[config.mk]
export PLATFORM = sky130hd
export DESIGN_NAME = page_frame_bitmap_allocator
export DESIGN_NICKNAME = d
export VERILOG_FILES = /design/src/rtl/pfba_pkg.sv /design/src/rtl/page_frame_bitmap_allocator.sv
export VERILOG_INCLUDE_DIRS = /design/src /design/src/rtl
export SDC_FILE = /design/constraint.sdc
export NUM_CORES = 2
export LEC_CHECK = 0
export BUFFER_PORTS_ARGS = -buffer_cell sky130_fd_sc_hd__buf_4
export CAP_MARGIN = 20
export CORE_MARGIN = 2
export CORE_UTILIZATION = 35
export DETAILED_ROUTE_END_ITERATION = 7
export PLACE_DENSITY = 0.52
export SYNTH_ARGS = -nofsm -noshare
export SYNTH_HDL_FRONTEND = slang
export SYNTH_SLANG_ARGS = --single-unit
[constraint.sdc]
create_clock -name clk -period 15.6 [get_ports clk]
set_input_delay 1.56 -clock clk [delete_from_list [all_inputs] [get_ports clk]]
set_output_delay 1.56 -clock clk [all_outputs]
set_load 0.03 [all_outputs]
[src/rtl/page_frame_bitmap_allocator_assert.svh]
// Assertion macros for the page frame bitmap allocator.
// Depends on a clock named clk and a reset named rst in the including module.
`ifndef PAGE_FRAME_BITMAP_ALLOCATOR_ASSERT_SVH
`define PAGE_FRAME_BITMAP_ALLOCATOR_ASSERT_SVH
`ifndef SYNTHESIS
// Same-cycle implication, checked at every rising edge outside reset.
`define PFBA_ASSERT_IMPL(label, ante, cons) \
  label: assert property (@(posedge clk) disable iff (rst) (ante) |-> (cons)) \
    else $error("pfba assertion failed");
// Next-cycle implication, checked at every rising edge outside reset.
`define PFBA_ASSERT_NEXT(label, ante, cons) \
  label: assert property (@(posedge clk) disable iff (rst) (ante) |=> (cons)) \
    else $error("pfba assertion failed");
`else
`define PFBA_ASSERT_IMPL(label, ante, cons)
`define PFBA_ASSERT_NEXT(label, ante, cons)
`endif
`endif

[src/rtl/pfba_pkg.sv]
// Shared types, constants and a helper function for the page frame bitmap allocator.
// No dependencies; used by page_frame_bitmap_allocator and its testbench.
`default_nettype none

package pfba_pkg;

  localparam int PAGES       = 4096;
  localparam int WORD_BITS   = 32;
  localparam int NWORDS      = (PAGES + WORD_BITS - 1) / WORD_BITS;
  localparam int WADDR_W     = $clog2(NWORDS);
  localparam int BIT_W       = $clog2(WORD_BITS);
  localparam int PAGE_W      = 12;
  localparam int CNT_W       = 13;
  localparam int TOTAL_RESET = 4096;

  typedef enum logic [2:0] {
    REQ_ALLOC         = 3'd0,
    REQ_FREE          = 3'd1,
    REQ_MARK_USED     = 3'd2,
    REQ_MARK_FREE     = 3'd3,
    REQ_MARK_ALL_USED = 3'd4
  } req_type_t;

  typedef enum logic [1:0] {
    ST_OK           = 2'd0,
    ST_OUT_OF_RANGE = 2'd1,
    ST_NO_FREE_PAGE = 2'd2,
    ST_UNCHANGED    = 2'd3
  } status_t;

  typedef struct packed {
    logic [2:0]        req_type;
    logic [PAGE_W-1:0] page_number;
  } cmd_t;

  typedef struct packed {
    logic [1:0]        status;
    logic [PAGE_W-1:0] granted_page;
    logic [CNT_W-1:0]  pages_in_use;
  } rsp_t;

  // Lowest clear bit of a bitmap word; zero when the word is full.
  function automatic logic [BIT_W-1:0] first_zero(input logic [WORD_BITS-1:0] w);
    logic [BIT_W-1:0] idx;
    idx = '0;
    for (int i = WORD_BITS - 1; i >= 0; i--) begin
      if (!w[i]) begin
        idx = BIT_W'(i);
      end
    end
    return idx;
  endfunction

endpackage

`default_nettype wire

[src/rtl/page_frame_bitmap_allocator.sv]
// Top level of the first-fit bitmap page frame allocator.
// Depends on pfba_pkg and page_frame_bitmap_allocator_assert.svh.
`default_nettype none

// How to use this block:
// A request word (cmd) is taken at a rising edge where start is high and busy
// is low. Every request yields exactly one result word on result, marked by a
// one-cycle done strobe; the receiver cannot stall, so the word is gone after
// that cycle. busy drops in the same cycle that done is shown, so the next
// request can be issued while the previous result is on the ports.
// The managed page count register is written over the cfg channel (cfg_valid
// with cfg_ready, which is always high) and should only change while idle.
// Requests decided from the register alone (mark all used, out of range page,
// unknown request, alloc with no managed pages) finish at the accepting
// edge. Free and the mark requests do one bitmap read, then the write-back in
// S_SINGLE. An alloc scans from bitmap word 0 and stops at the first word with
// a free page below the limit, or at the last word within the limit.
// The alloc scan reads one bitmap word per cycle from the word memory, which
// has one read and one write port. Reset leaves every page marked used and
// the count at PAGES. The all-ones reset state, and the state after mark all
// used, is held by one valid flop per bitmap word rather than by a clearing
// pass; a word that is not valid reads as all ones, so the block is ready
// right after reset.

module page_frame_bitmap_allocator (
  input  wire logic                     clk,
  input  wire logic                     rst,
  input  wire logic                     start,
  output logic                          busy,
  input  wire pfba_pkg::cmd_t           cmd,
  output logic                          done,
  output pfba_pkg::rsp_t                result,
  input  wire logic                     cfg_valid,
  output logic                          cfg_ready,
  input  wire logic [pfba_pkg::CNT_W-1:0] cfg_data
);

`include "page_frame_bitmap_allocator_assert.svh"

  typedef enum logic [1:0] {
    S_IDLE,
    S_SCAN,
    S_SINGLE
  } state_t;

  state_t state;

  logic [pfba_pkg::CNT_W-1:0]     managed_pages;
  logic [pfba_pkg::CNT_W-1:0]     used_count;
  logic [pfba_pkg::NWORDS-1:0]    valid;
  logic [2:0]                     in_req;
  logic [pfba_pkg::BIT_W-1:0]     in_bit;
  logic [pfba_pkg::WADDR_W-1:0]   chk_idx;

  // Bitmap word memory, one read and one write port.
  logic [pfba_pkg::WORD_BITS-1:0] mem [pfba_pkg::NWORDS];
  logic [pfba_pkg::WORD_BITS-1:0] rd_q;
  logic                           rd_valid;
  logic [pfba_pkg::WADDR_W-1:0]   mem_raddr;
  logic                           mem_we;
  logic [pfba_pkg::WORD_BITS-1:0] mem_wdata;

  logic [pfba_pkg::CNT_W-1:0]     limit;
  logic [pfba_pkg::CNT_W-1:0]     lim_m1;
  logic [pfba_pkg::WADDR_W-1:0]   last_word;
  logic [pfba_pkg::CNT_W-1:0]     lim_word;
  logic [pfba_pkg::BIT_W-1:0]     lim_bit;
  logic [pfba_pkg::WORD_BITS-1:0] scan_mask;
  logic [pfba_pkg::WORD_BITS-1:0] eff;
  logic [pfba_pkg::WORD_BITS-1:0] scan_word;
  logic                           found;
  logic [pfba_pkg::BIT_W-1:0]     fz;
  logic [pfba_pkg::CNT_W-1:0]     cnt_inc;
  logic [pfba_pkg::CNT_W-1:0]     cnt_dec;
  logic                           page_out;
  logic                           single_bit;
  logic                           single_flip;
  logic [pfba_pkg::WORD_BITS-1:0] single_word;
  logic [pfba_pkg::CNT_W-1:0]     single_cnt;

  assign busy      = (state != S_IDLE);
  assign cfg_ready = 1'b1;

  // The effective limit is the managed page count clamped to the pages held.
  assign limit = (managed_pages < pfba_pkg::CNT_W'(pfba_pkg::PAGES)) ?
                 managed_pages : pfba_pkg::CNT_W'(pfba_pkg::PAGES);
  assign lim_m1    = limit - pfba_pkg::CNT_W'(1);
  assign last_word = lim_m1[pfba_pkg::BIT_W +: pfba_pkg::WADDR_W];
  assign lim_word  = limit >> pfba_pkg::BIT_W;
  assign lim_bit   = limit[pfba_pkg::BIT_W-1:0];

  assign page_out = ({1'b0, cmd.page_number} >= limit);

  // Words never written since reset or mark all used read as fully used.
  assign eff = rd_valid ? rd_q : '1;

  // Pages at or above the limit in the word under test count as used.
  always_comb begin
    if (pfba_pkg::CNT_W'(chk_idx) < lim_word) begin
      scan_mask = '1;
    end else if (pfba_pkg::CNT_W'(chk_idx) == lim_word) begin
      scan_mask = (pfba_pkg::WORD_BITS'(1) << lim_bit) - pfba_pkg::WORD_BITS'(1);
    end else begin
      scan_mask = '0;
    end
  end

  assign scan_word = eff | ~scan_mask;
  assign found     = ~&scan_word;
  assign fz        = pfba_pkg::first_zero(scan_word);

  // The count saturates at both ends, which matters only after the limit moved.
  assign cnt_inc = (used_count < pfba_pkg::CNT_W'(pfba_pkg::PAGES)) ?
                   used_count + pfba_pkg::CNT_W'(1) : used_count;
  assign cnt_dec = (used_count != '0) ? used_count - pfba_pkg::CNT_W'(1) : used_count;

  // Free, mark used and mark free: modify the one bit fetched last cycle.
  always_comb begin
    single_bit = eff[in_bit];
    if (in_req == pfba_pkg::REQ_MARK_USED) begin
      single_flip = !single_bit;
      single_word = eff | (pfba_pkg::WORD_BITS'(1) << in_bit);
      single_cnt  = cnt_inc;
    end else begin
      single_flip = single_bit;
      single_word = eff & ~(pfba_pkg::WORD_BITS'(1) << in_bit);
      single_cnt  = cnt_dec;
    end
  end

  // Read address: the first word of a request on acceptance, then the word
  // after the one under test while scanning.
  always_comb begin
    case (state)
      S_IDLE: begin
        if (cmd.req_type == pfba_pkg::REQ_ALLOC) begin
          mem_raddr = '0;
        end else begin
          mem_raddr = cmd.page_number[pfba_pkg::BIT_W +: pfba_pkg::WADDR_W];
        end
      end
      S_SCAN:  mem_raddr = chk_idx + pfba_pkg::WADDR_W'(1);
      default: mem_raddr = chk_idx;
    endcase
  end

  // Writes happen only in the last cycle of a request, and the next request
  // reads no earlier than the cycle after, so no forwarding is needed.
  assign mem_we = ((state == S_SCAN) && found) || ((state == S_SINGLE) && single_flip);
  assign mem_wdata = (state == S_SCAN) ? (eff | (pfba_pkg::WORD_BITS'(1) << fz)) :
                     single_word;

  always_ff @(posedge clk) begin
    if (mem_we) begin
      mem[chk_idx] <= mem_wdata;
    end
    rd_q <= mem[mem_raddr];
  end

  always_ff @(posedge clk) begin
    if (rst) begin
      state         <= S_IDLE;
      done          <= 1'b0;
      valid         <= '0;
      rd_valid      <= 1'b0;
      used_count    <= pfba_pkg::CNT_W'(pfba_pkg::PAGES);
      managed_pages <= pfba_pkg::CNT_W'(pfba_pkg::TOTAL_RESET);
    end else begin
      rd_valid <= valid[mem_raddr];
      if (cfg_valid && cfg_ready) begin
        managed_pages <= cfg_data;
      end
      case (state)
        S_IDLE: begin
          if (start) begin
            in_req  <= cmd.req_type;
            in_bit  <= cmd.page_number[pfba_pkg::BIT_W-1:0];
            chk_idx <= mem_raddr;
            result.granted_page <= '0;
            result.pages_in_use <= (cmd.req_type == pfba_pkg::REQ_MARK_ALL_USED) ?
                                   limit : used_count;
            case (cmd.req_type)
              pfba_pkg::REQ_ALLOC: begin
                if (limit == '0) begin
                  result.status <= pfba_pkg::ST_NO_FREE_PAGE;
                  done          <= 1'b1;
                end else begin
                  done  <= 1'b0;
                  state <= S_SCAN;
                end
              end
              pfba_pkg::REQ_FREE, pfba_pkg::REQ_MARK_USED, pfba_pkg::REQ_MARK_FREE: begin
                if (page_out) begin
                  result.status <= pfba_pkg::ST_OUT_OF_RANGE;
                  done          <= 1'b1;
                end else begin
                  done  <= 1'b0;
                  state <= S_SINGLE;
                end
              end
              pfba_pkg::REQ_MARK_ALL_USED: begin
                valid         <= '0;
                used_count    <= limit;
                result.status <= pfba_pkg::ST_OK;
                done          <= 1'b1;
              end
              default: begin
                result.status <= pfba_pkg::ST_OUT_OF_RANGE;
                done          <= 1'b1;
              end
            endcase
          end else begin
            done <= 1'b0;
          end
        end
        S_SCAN: begin
          if (found) begin
            valid[chk_idx]      <= 1'b1;
            used_count          <= cnt_inc;
            result.status       <= pfba_pkg::ST_OK;
            result.granted_page <= {chk_idx, fz};
            result.pages_in_use <= cnt_inc;
            done                <= 1'b1;
            state               <= S_IDLE;
          end else if (chk_idx == last_word) begin
            result.status <= pfba_pkg::ST_NO_FREE_PAGE;
            done          <= 1'b1;
            state         <= S_IDLE;
          end else begin
            done    <= 1'b0;
            chk_idx <= chk_idx + pfba_pkg::WADDR_W'(1);
          end
        end
        S_SINGLE: begin
          if (single_flip) begin
            valid[chk_idx]      <= 1'b1;
            used_count          <= single_cnt;
            result.status       <= pfba_pkg::ST_OK;
            result.pages_in_use <= single_cnt;
          end else begin
            result.status <= pfba_pkg::ST_UNCHANGED;
          end
          done  <= 1'b1;
          state <= S_IDLE;
        end
        default: begin
          done  <= 1'b0;
          state <= S_IDLE;
        end
      endcase
    end
  end

  // A result is only ever shown while the block is ready for the next request.
  `PFBA_ASSERT_IMPL(a_done_not_busy, done, !busy)
  // A single-bit request always finishes in the cycle after its S_SINGLE cycle.
  `PFBA_ASSERT_NEXT(a_single_one_cycle, state == S_SINGLE, done && !busy)
  // Only a successful alloc hands out a nonzero page.
  `PFBA_ASSERT_IMPL(a_grant_zero, done && (result.status != pfba_pkg::ST_OK),
                    result.granted_page == '0)
  // The used count never exceeds the number of pages held.
  `PFBA_ASSERT_IMPL(a_count_bound, 1'b1,
                    used_count <= pfba_pkg::CNT_W'(pfba_pkg::PAGES))
  // Bitmap writes come only from a request in flight.
  `PFBA_ASSERT_IMPL(a_write_busy, mem_we, state != S_IDLE)

endmodule

`default_nettype wire

# --- Word level (Yosys, flattened, before mapping) ---
# Memory sizes are Yosys's and may differ from the RTL's. A register that Yosys moved wholly into a read port is not among the register bits.
# Cells that the tools add are included.
op_classes:
  n_addsub: 5
  magnitude_cmp: 8
  eq_ne: 21
  shifts: 3
  muxes: 91
  bitwise: 8
  n_reduce_logical: 23
ops:
  columns: ["op", "count"]
  rows:
  - ["128-bit two-way mux", 4]
  - ["128-bit case mux with 3 select lines", 1]
  - ["32-bit two-way mux", 5]
  - ["5-bit two-way mux", 32]
  - ["128-bit OR", 1]
  - ["13-bit two-way mux", 8]
  - ["32-bit OR", 3]
  - ["1-bit by 5-bit left shift with 32-bit output, first input constant", 3]
  - ["13-bit case mux with 3 select lines", 2]
  - ["32-bit inverter", 2]
  - ["32-bit bitwise AND", 1]
  - ["32-bit AND reduction", 1]
  - ["32-bit by 2-bit subtractor with 32-bit output, second input constant", 1]
  - ["7-bit two-way mux", 4]
  - ["7-bit case mux with 2 select lines", 2]
  - ["27-bit two-way mux", 1]
  - ["13-bit < comparator, second input constant", 2]
  - ["25-bit two-way mux", 1]
  - ["12-bit case mux with 2 select lines", 1]
  - ["2-bit two-way mux", 10]
  - ["5-bit AND reduction", 4]
  - ["7-bit by 8-bit < comparator with 1-bit output, second input constant", 2]
  - ["13-bit by 1-bit adder with 13-bit output, second input constant", 1]
  - ["12-bit by 13-bit >= comparator with 1-bit output", 1]
  - ["38 further kinds", 66]
totals:
  reg_bits: 200
  ram_bits: 4096
  n_memories: 1
mem_list:
  columns: ["memory", "words", "word_bits", "rd", "rd_clocked_by_memory_dff", "wr", "line_no", "rtl"]
  rows:
  - ["mem", 128, 32, 1, 1, 1, "page_frame_bitmap_allocator.sv:56", "logic [pfba_pkg::WORD_BITS-1:0] mem [pfba_pkg::NWORDS];"]

# --- Logic depth before layout (Yosys ltp) ---
depth:
  depth_word: 43
  depth_mapped: 22

# --- Worst setup path after synthesis ---
# OpenSTA, ideal clock, no wires.
synth_timing:
  path_kind: "reg2reg"
  startpoint: "register managed_pages[12] (netlist bit)"
  endpoint: "memory mem[0][12] (netlist bit) (data pin)"
  arrival_ns: 9.257
  setup_slack_ns: 5.115
  path_stages_with_launch: 20
  n_path_buf: 7
  cell_sequence: "dfxtp_1 buf_2 buf_2 buf_2 buf_1 nand2b_1 ha_1 and4b_1 nand2_1 buf_2 buf_2 buf_2 nor3_1 a211oi_1 nand4_1 a211o_1 a31o_2 a22oi_1 nand2_1 o31ai_1"
synth_between:
  elab_chain_cells: 43
  word_cells_on_any_way: 45
  cone_classes: "1 x add/sub; 2 x order compare; 1 x eq/ne; 2 x shift; 36 x mux; 3 x bitwise"
synth_rtl:
  columns: ["item", "line_no", "rtl"]
  rows:
  - ["start: declaration", "page_frame_bitmap_allocator.sv:48", "logic [pfba_pkg::CNT_W-1:0] managed_pages;"]
  - ["start signal: assignment", "page_frame_bitmap_allocator.sv:167", "managed_pages <= pfba_pkg::CNT_W'(pfba_pkg::TOTAL_RESET);"]
  - ["start signal: assignment", "page_frame_bitmap_allocator.sv:171", "managed_pages <= cfg_data;"]
  - ["13-bit < comparator", "page_frame_bitmap_allocator.sv:85", "assign limit = (managed_pages < pfba_pkg::CNT_W'(pfba_pkg::PAGES)) ?"]
  - ["13-bit two-way mux *", "page_frame_bitmap_allocator.sv:85", null]
  - ["1-bit by 5-bit left shift with 32-bit output", "page_frame_bitmap_allocator.sv:102", "scan_mask = (pfba_pkg::WORD_BITS'(1) << lim_bit) - pfba_pkg::WORD_BITS'(1);"]
  - ["32-bit by 2-bit subtractor with 32-bit output", "page_frame_bitmap_allocator.sv:102", null]
  - ["32-bit two-way mux", "page_frame_bitmap_allocator.sv:101", "end else if (pfba_pkg::CNT_W'(chk_idx) == lim_word) begin"]
  - ["32-bit two-way mux *", "page_frame_bitmap_allocator.sv:99", "if (pfba_pkg::CNT_W'(chk_idx) < lim_word) begin"]
  - ["32-bit inverter *", "page_frame_bitmap_allocator.sv:108", "assign scan_word = eff | ~scan_mask;"]
  - ["32-bit OR *", "page_frame_bitmap_allocator.sv:108", null]
  - ["5-bit two-way mux (31 in a row)", "pfba_pkg.sv:47", "if (!w[i]) begin"]
  - ["5-bit two-way mux *", "pfba_pkg.sv:47", null]
  - ["1-bit by 5-bit left shift with 32-bit output *", "page_frame_bitmap_allocator.sv:150", "assign mem_wdata = (state == S_SCAN) ? (eff | (pfba_pkg::WORD_BITS'(1) << fz)) :"]
  - ["32-bit OR *", "page_frame_bitmap_allocator.sv:150", null]
  - ["32-bit two-way mux *", "page_frame_bitmap_allocator.sv:150", null]
  - ["named net mem_wdata, one bit", "page_frame_bitmap_allocator.sv:61", "logic [pfba_pkg::WORD_BITS-1:0] mem_wdata;"]
  - ["end: declaration", "page_frame_bitmap_allocator.sv:56", null]
# The timed path passes the listed nets; every way through them passes the cells marked *.

# --- Worst setup path in the final report ---
layout_timing:
  startpoint: "register state[0]"
  endpoint: "register rd_q[2] (netlist bit), read port of mem"
layout_between:
  elab_chain_cells: 2
  word_cells_on_any_way: 3
  cone_classes: "1 x eq/ne; 1 x mux; 1 x reduce/logical"
layout_rtl:
  columns: ["item", "line_no", "rtl"]
  rows:
  - ["start: declaration", "page_frame_bitmap_allocator.sv:46", "state_t state;"]
  - ["start signal: assignment", "page_frame_bitmap_allocator.sv:162", "state <= S_IDLE;"]
  - ["start signal: assignment", "page_frame_bitmap_allocator.sv:189", "state <= S_SCAN;"]
  - ["start signal: assignment", "page_frame_bitmap_allocator.sv:198", "state <= S_SINGLE;"]
  - ["2-bit by 1-bit equality test with 1-bit output or 2-bit logical NOT (tied branches)", "page_frame_bitmap_allocator.sv:134", "case (state)"]
  - ["7-bit case mux with 2 select lines *", "page_frame_bitmap_allocator.sv:134", null]
  - ["end: declaration", "page_frame_bitmap_allocator.sv:57", "logic [pfba_pkg::WORD_BITS-1:0] rd_q;"]
# Every way passes the cells marked *; elsewhere a longest branch is shown, timed or not.
# A chain may end at the register's enable or synchronous reset.

==> flow_summary_export.csv <==
group,metric,value,unit
outcome,outcome,"complete, no violations",
setup_path,crit_start,"state[0]$_SDFFE_PP0P_",
timing,worst_pin_slew,1.28,ns
finish,nets,14200,
finish,final_common_cell,"nand2_1",
clock_network,cts_resized,0,
floorplanning,start_util,35.1,%
timing,clock_skew,0.0785,ns
clock_network,clock_latency,1.06,ns
finish,fillers,46800,
finish,syn2layout_area_growth,13.4,%
clock_network,postCtsHoldBufs,0,
setup_path,cp.required,16.50,ns
synth,ys_seq_area_share,72.7,%
global_route,grt_pass1_wl,839000,um
clock_network,cts_tree,"built",
route,wl_per_cell,28.0,um
global_route,grt-ovfl-total,0,
route,wl,596000,um
floorplanning,fp.dieArea,509000,sq um
clock_network,cts_inserted_buffers,454,
synth,synth_edf_count,4138,
route,drt_first_pass_iters,8,
timing,finalHoldViolations,0,
pwr,p_leak,66.7,nW
synth,syn-cell-area,176000,sq um
timing,rsz0062_at_grt,"false",
timing,setup_violations,0,
route,vias_per_cell,5.57,
clock_network,cts_setup_buffers,0,
floorplanning,die_height,713,um
floorplanning,pin_count,62,
timing,layout_min_cycle_time,7.71,ns
global_route,antenna_found_initial,33,
synth,synth_warnings,0,
pwr,vdd.ir_drop.worst,112,uV
place,place.port_buffers,60,
global_route,grt_max_degree,150,
finish,final_cell_area,200000,sq um
place,pre_cts_ws,7.48,ns
clock_network,clock-sinks,4328,
synth,ys_types,83,
clock_network,clk_pin_slew,0.06,ns
place,dp_hpwl,318000,um
timing,worst_slack,7.89,ns
floorplanning,die_x,713,um
route,drc,0,
synth,synth-seq-cells,4328,
finish,layout_common_cells,"nand2_1 (4366), edfxtp_1 (4138), nand3_1 (2151)",
timing,report.final.slew_viol_count,0,
route,initialDrtViolationCount,13900,
clock_network,clk_path_buf_depth,4,
flow_run,drv_cap,0,
clock_network,htree_levels,5,
synth,syn_nets,14400,
global_route,grt_pass1_vias,111000,
route,ant_nets,0,
setup_path,reg2reg_depth,15,
setup_path,cp-start-kind,"flip-flop",
place,globalplace.congestion,0.891,
global_route,grtUsageTotal,22.6,%
setup_path,cp-endpoint,"rd_q[2]$_DFF_P_",
synth,async_flop_share,0,%
timing,fin_crit_sh,49.4,%
pwr,cellPowerDensity,141,nW/um^2
floorplanning,core,501000,sq um
synth,syn_inst,14300,
floorplanning,row_count,260,
timing,fmaxAchievable,0.130,GHz
setup_path,setup.worst_path.class,"reg -> reg",
setup_path,reg2reg_slack,7.89,ns
synth,synthFlopType,"edfxtp_1",
setup_path,crit_arrival,8.61,ns
setup_path,crit_path_end_kind,"flip-flop",
route,vias,118000,
setup_path,cp_max_fo,64,
clock_network,cts-root-buf,"clkbuf_16",
place,place_area,185000,sq um
synth,syn_avg_cell_area,12.3,sq um
setup_path,worst_r2r_endpoint,"rd_q[2]$_DFF_P_",
min_path,hold_class,"reg -> reg",
timing,tns,0,ns
setup_path,r2r-start,"state[0]$_SDFFE_PP0P_",
timing,maxSlewHeadroom,14.0,%
finish,drive_above_1_share,8.82,%
kinds of logic (layout without fill, tap and decap cells):
family / count (synthesis) / after routing / share of synthesized area [%]
adder cells (fa/ha/maj): 28 / 28 / 0.198
other: 1 / 20 / 0.00213
multiplexers: 60 / 60 / 0.413
AND/OR/NAND/NOR: 7432 / 7432 / 18.3
XOR/XNOR: 19 / 19 / 0.0945
flip-flops: 4328 / 4328 / 72.7
buffers and inverters: 1083 / 1342 / 2.48
AO/OA/AOI/OAI: 1347 / 1347 / 5.75
layer usage:
metal / track usage, % / vias to the layer above / wire length (um)
met5: 0 / - / 25
met4: 7.47 / 4 / 21300
li1: - / 52400 / -
met2: 35.1 / 4772 / 269000
met1: 32.2 / 60400 / 257000
met3: 4.04 / 882 / 48300
final cells by class:
cell class	count	area [sq um]	area share (%)
antenna	19	47.5	0.0238
clock buffer	619	12200	6.13
clock inverter	212	1760	0.880
inverter	25	93.8	0.0470
multi-input combinational	8887	44900	22.5
sequential	4328	128000	64.1
tap	6681	8360	4.19
timing repair buffer	486	4230	2.12
flip-flops by register name, indices dropped and copies added (netlist names):
signal,cells
chk_idx,7
done,1
in_bit,5
in_req,3
managed_pages,13
mem,4096
rd_q,32
rd_valid,1
result,27
state,2
used_count,13
valid,128
report_power, final:
| group | internal, mW | switching [mW] |
|---|---|---|
| Sequential | 13.3 | 0.155 |
| Clock | 5.77 | 4.57 |
| Combinational | 0.934 | 3.36 |
| Total | 20.0 | 8.08 |
worst min-delay path by stage:
stage	from	to	slack, ns	cells past startpoint
floorplan	valid[110]$_SDFFE_PP0P_	valid[110]$_SDFFE_PP0P_	0.44	1
finish	valid[48]$_SDFFE_PP0P_	valid[48]$_SDFFE_PP0P_	0.46	1
CTS	valid[48]$_SDFFE_PP0P_	valid[48]$_SDFFE_PP0P_	0.47	1
global placement	valid[16]$_SDFFE_PP0P_	valid[16]$_SDFFE_PP0P_	0.45	1
detailed placement	valid[79]$_SDFFE_PP0P_	valid[79]$_SDFFE_PP0P_	0.45	1
global route	valid[7]$_SDFFE_PP0P_	valid[7]$_SDFFE_PP0P_	0.47	1
critical path, cell delays in order (launching register included):
cell,delay (ns)
dfxtp_1,0.37
inv_1,0.09
ha_1,0.38
nor2_1,0.91
a221o_4,0.81
buf_4,0.63
buf_4,0.75
buf_4,0.66
buf_4,0.70
nand2_1,0.10
and3_1,0.19
a311oi_1,0.26
a311oi_1,0.08
a31oi_1,0.67
o22ai_1,0.55
nor3_1,0.25
cells in the mapped netlist (72+ instances only):
cell      instances  share of area, %
a31oi_1         279              0.99
nand2_1        4374               9.3
buf_1            84              0.18
o22ai_1          72              0.26
o21a_1          142              0.61
o21ai_0          84              0.24
edfxtp_1       4138                71
dfxtp_1         190               2.2
nor2_1          167              0.36
clkbuf_1        812               1.7
buf_2           143              0.41
and3_1          267              0.95
nor3_1          246              0.70
nand3_1        2154               6.1
a311oi_1        519               2.6
stage by stage:
step	util (%)	hold WS (ns)	instances	power, mW
6_report	39.8	0.464	21300	28.1
4_1_cts	39.8	0.466	21200	28.2
5_1_grt	39.8	0.475	21200	28.9
3_5_place_dp	37.0	0.453	20400	17.9
2_1_floorplan	-	0.440	14300	16.1
3_3_place_gp	36.9	0.446	20400	17.9
(Power assumes the default switching activity.)
